**src/hw/rtl/tks_pkg.sv**
```systemverilog
// ----------------------------------------------------------------------------
// tks_pkg: shared types and constants of the top-K score store
// Beat structs, list entry type, register map and small helpers.
// ----------------------------------------------------------------------------
package tks_pkg;

	localparam int DEPTH       = 32;
	localparam int HANDLE_BITS = 16;
	localparam int SCORE_BITS  = 32;
	localparam int KEPT_W      = 6;
	localparam int LIM_W       = 6;
	localparam int CNT_W       = 32;
	localparam int ADDR_W      = 4;
	localparam int DATA_W      = 32;

	// register indexes (byte address / 4)
	localparam logic [1:0] REG_LIMIT_ROOT = 2'd0;
	localparam logic [1:0] REG_LIMIT_ELSE = 2'd1;
	localparam logic [1:0] REG_INIT_MODE  = 2'd2;

	localparam logic FUNC_ADD   = 1'b0;
	localparam logic FUNC_DRAIN = 1'b1;

	typedef struct packed {
		logic                          func;
		logic [HANDLE_BITS-1:0]        handle;
		logic signed [SCORE_BITS-1:0]  score;
		logic                          at_root;
	} in_item_t;

	typedef struct packed {
		logic [HANDLE_BITS-1:0]        out_handle;
		logic signed [SCORE_BITS-1:0]  out_score;
		logic                          accepted;
		logic                          was_empty;
		logic                          last;
		logic [KEPT_W-1:0]             kept_count;
		logic [CNT_W-1:0]              found_total;
		logic [CNT_W-1:0]              applied_total;
	} out_item_t;

	typedef struct packed {
		logic [HANDLE_BITS-1:0]        handle;
		logic signed [SCORE_BITS-1:0]  score;
	} entry_t;

	typedef struct packed {
		logic add_en;
		logic drain_en;
	} cell_ctl_t;

	function automatic logic [CNT_W-1:0] sat_inc(input logic [CNT_W-1:0] c);
		return (&c) ? c : c + CNT_W'(1);
	endfunction

endpackage

```
**src/hw/rtl/tks_cell.sv**
```systemverilog
// ----------------------------------------------------------------------------
// tks_cell: one slot of the sorted chain
// Compares the candidate with its own entry; takes the candidate, the left
// neighbour's entry on insert, or the right neighbour's entry on drain.
// ----------------------------------------------------------------------------
module tks_cell import tks_pkg::*; (
	input  logic      clk,
	input  cell_ctl_t ctl,
	input  entry_t    new_ent,
	input  logic      occupied,
	input  logic      prev_gt,
	input  entry_t    left_ent,
	input  entry_t    right_ent,
	output entry_t    ent,
	output logic      cmp,
	output logic      gt
);

	entry_t ent_q;

	assign ent = ent_q;
	// strict compare: equal scores keep the older entry in front
	assign cmp = new_ent.score > ent_q.score;
	assign gt  = !occupied || cmp;

	always_ff @(posedge clk) begin
		if (ctl.drain_en) begin
			ent_q <= right_ent;
		end else if (ctl.add_en) begin
			if (gt && !prev_gt) begin
				ent_q <= new_ent;
			end else if (prev_gt) begin
				ent_q <= left_ent;
			end
		end
	end

endmodule

```
**config.mk**
```make
export PLATFORM = sky130hd
export DESIGN_NAME = tks_cell
export DESIGN_NICKNAME = d
export VERILOG_FILES = /design/src/hw/rtl/tks_pkg.sv /design/src/hw/rtl/tks_cell.sv
export SDC_FILE = /design/constraint.sdc
export NUM_CORES = 1
export LEC_CHECK = 0
export BUFFER_PORTS_ARGS = -buffer_cell sky130_fd_sc_hd__buf_2
export CAP_MARGIN = 30
export CORE_ASPECT_RATIO = 0.7
export CORE_MARGIN = 4
export CORE_UTILIZATION = 30
export CTS_BUF_LIST = sky130_fd_sc_hd__clkbuf_4 sky130_fd_sc_hd__clkbuf_8
export DETAILED_ROUTE_END_ITERATION = 7
export HOLD_SLACK_MARGIN = 0.08
export PLACE_DENSITY = 0.66
export SKIP_CTS_REPAIR_TIMING = 1
export SYNTH_ARGS = -nofsm -noshare
export SYNTH_HDL_FRONTEND = slang
export SYNTH_SLANG_ARGS = --single-unit
```
**constraint.sdc**
```tcl
create_clock -name clk -period 6.2 [get_ports clk]
set_input_delay 0.62 -clock clk [delete_from_list [all_inputs] [get_ports clk]]
set_output_delay 0.62 -clock clk [all_outputs]
set_load 0.1 [all_outputs]
```
==> results_dict.tcl <==
set metrics [dict create \
    maxCapViolCount 0 \
    grt_max_degree 51 \
    synth_nets 468 \
    yosysSeqAreaShare_pct 40.4 \
    rsz0062_at_grt "no" \
    clock_sinks 48 \
    grt_pass1_wl_mm 15.2 \
    tritoncts "yes" \
    dieArea_sq_um 13700 \
    placed_area_sq_um 4760 \
    num_vias 2969 \
    nets 667 \
    fp.dieW_um 138 \
    irDropWorstVdd_uv 133 \
    coreArea_sq_um 11700 \
    critical-path-top-delay-family "simple AND/OR/NAND/NOR gates" \
    status "finished, final reports clean" \
    syn2layout_area_growth_pct 36.5 \
    drive_above_1_share_pct 63.7 \
    place_inst 636 \
    insertion_delay_ps 310 \
    p_sw_uw 641 \
    path_max_fanout 6 \
    antenna_found_initial 1 \
    instances_no_fill 644 \
    post-route-period-util_pct 61.0 \
    numCtsBuffers 5 \
    seqPwrFrac_pct 31.2 \
    drt-total-wl_mm 9.73 \
    p_leak_nw 2.36 \
    crit_path_end_kind "output pin" \
    total_power_mw 1.39 \
    max_slew_margin_pct 54.3 \
    power.internal_uw 748 \
    startpoint_type "primary input" \
    min_period_ps 3780 \
    finalWeightedCongestion 0.793 \
    crit_type "in2out" \
    io_buffers 198 \
    dp_slack_ps 2400 \
    clkTransAtPathRegs_ps 90 \
    start_util_pct 30.5 \
    combPwrFrac_pct 51.7 \
    cp_common_cell "buf_2" \
    setup_tns_ps 0 \
    stdcell_area_sq_um 4870 \
    dp_hpwl_mm 8.10 \
    pwr-share-clk_pct 17.1 \
    cp_data_required_time_ps 5580 \
    io_pins 199 \
    grt_pass1_vias 3076 \
    worstMarginPinSlew_ps 685 \
    powerDensity_nw_per_um2 285 \
    synth_cell_types 30 \
    fillCellCount 1150 \
    wire_per_inst_um 15.1 \
    r2r_slack_ps 2760 \
    clock.fmax_ghz 0.264 \
    drtIter0Drc 93 \
    clockBufferDepth 2 \
    hp-class "in2reg" \
    slowest_delay_ps 620 \
    skew_ps 8.64 \
    std_cell_rows 33 \
    critical_path_arrival_ps 3160 \
    grtUsageTotal_pct 13.7 \
    clock_tree.root_cell "clkbuf_8" \
    ys.warnings.count 0 \
    setup_viol 0 \
    syn_area_per_cell_sq_um 12.4 \
    netlist_area_sq_um 3570 \
    num_antenna_cells 0 \
    drc_errors 0 \
    drtAntennaViolNets 0 \
    overflow 0 \
    slew_violations 0 \
    p_sw_share_pct 46.1 \
    via_per_inst 4.61 \
    synth_seq_cells 48 \
    layout_setup_ws_ps 2420 \
    htreeDepth 2 \
    firstDrtPassIters 4 \
    largest_reg_flops 48 \
    die_h_um 99.2 \
    hold_viol 0 \
    slowest_stage "or4_1" \
    cp_cell_sequence "buf_2 -> ha_1 -> nand4_1 -> or4_1 -> a31oi_1 -> nor3_1 -> o21ai_0 -> nand2_1 -> buf_2" \
    critical_path_buf_inv_count 2 \
    syn_inst 287 \
]
path summary, 6_finish.rpt:
kind / start / to / cells past startpoint
worst max-delay path: new_ent[31] / gt / 9
worst min-delay path: right_ent[6] / ent[6] / 2
worst max register to register: ent[15] / ent[12] / 10
worst min register to register: ent[31] / ent[43] / 5
worst reg2reg max path, cell delays in order, from the launching register on:
cell and delay [ps]:
edfxtp_1 360, inv_1 50, ha_1 310, nand4_1 190
nor4_1 590, a211o_1 260, a311oi_2 70, nor4_4 300
buf_4 410, mux2_2 380, mux2_2 270
layout make-up:
class	instances	area (sq um)	share of cell area, %
Clock buffer	6	76.3	1.57
Inverter	35	131	2.70
Timing Repair Buffer	203	1040	21.4
Multi-Input combinational cell	193	1950	40.0
Sequential cell	48	1440	29.6
Clock inverter	2	35.0	0.719
Tap cell	157	196	4.03
cell usage after synthesis, drive strengths merged:
library cell / n / share of area [%]
a2111o: 1 / 0.32
nor2b: 1 / 0.18
a31oi: 1 / 0.18
and3: 1 / 0.18
buf: 5 / 1.2
edfxtp: 48 / 40
a211o: 1 / 0.25
or4: 1 / 0.21
nor4: 3 / 0.70
a221oi: 2 / 0.49
ha: 32 / 11
nand2: 10 / 1.1
o21ai: 6 / 0.84
mux2: 96 / 32
o21a: 1 / 0.21
a311oi: 1 / 0.42
nand3: 2 / 0.28
clkbuf: 6 / 0.63
nor3b: 1 / 0.21
o211ai: 1 / 0.21
inv: 35 / 3.7
nor2: 5 / 0.53
a21oi: 15 / 2.1
nand4: 8 / 1.4
a22oi: 1 / 0.21
nand2b: 1 / 0.18
nor3: 2 / 0.28
routing by layer:
layer	wire length, um	GRT usage [%]	up-vias
li1	-	-	1470
met1	4290	16.7	1377
met2	4580	23.2	110
met3	763	5.05	10
met4	80	2.96	2
met5	20	0	-
power by group through the flow:
stage / combinational, mW / sequential (mW) / clock (mW)
3_5_place_dp: 0.723 / 0.441 / 0
2_1_floorplan: 0.255 / 0.760 / 0
6_report: 0.718 / 0.434 / 0.238
4_1_cts: 0.725 / 0.434 / 0.249
3_3_place_gp: 0.712 / 0.441 / 0
5_1_grt: 0.761 / 0.439 / 0.257
cells by family (layout without fill, tap and decap cells):
group,count (synthesis),count (layout),synth area share [%]
multiplexers,96,96,32.4
flip-flops,48,48,40.4
buffers and inverters,46,246,5.54
AND/OR/NAND/NOR,35,35,5.19
adder cells (fa/ha/maj),32,32,11.2
AO/OA/AOI/OAI,30,30,5.23
cell usage in the layout, fill, tap and decap left out, types with 2 or more instances in the layout:
cell      instances
a21oi_1          14
a221oi_1          2
buf_2           198
buf_4             4
clkbuf_8          5
edfxtp_1         48
ha_1             32
inv_1            35
mux2_2           76
mux2_4           20
nand2_1          10
nand3_1           2
nand4_1           8
nor2_1            5
nor3_1            2
nor4_1            2
o21ai_0           6
through the flow:
step	utilization, %	hold WS (ps)
3_5_place_dp	40.7	925
2_1_floorplan	-	841
5_1_grt	41.7	593
6_report	41.7	609
3_3_place_gp	40.6	923
4_1_cts	41.7	589
Note: power is estimated with default switching activity, not from simulation.
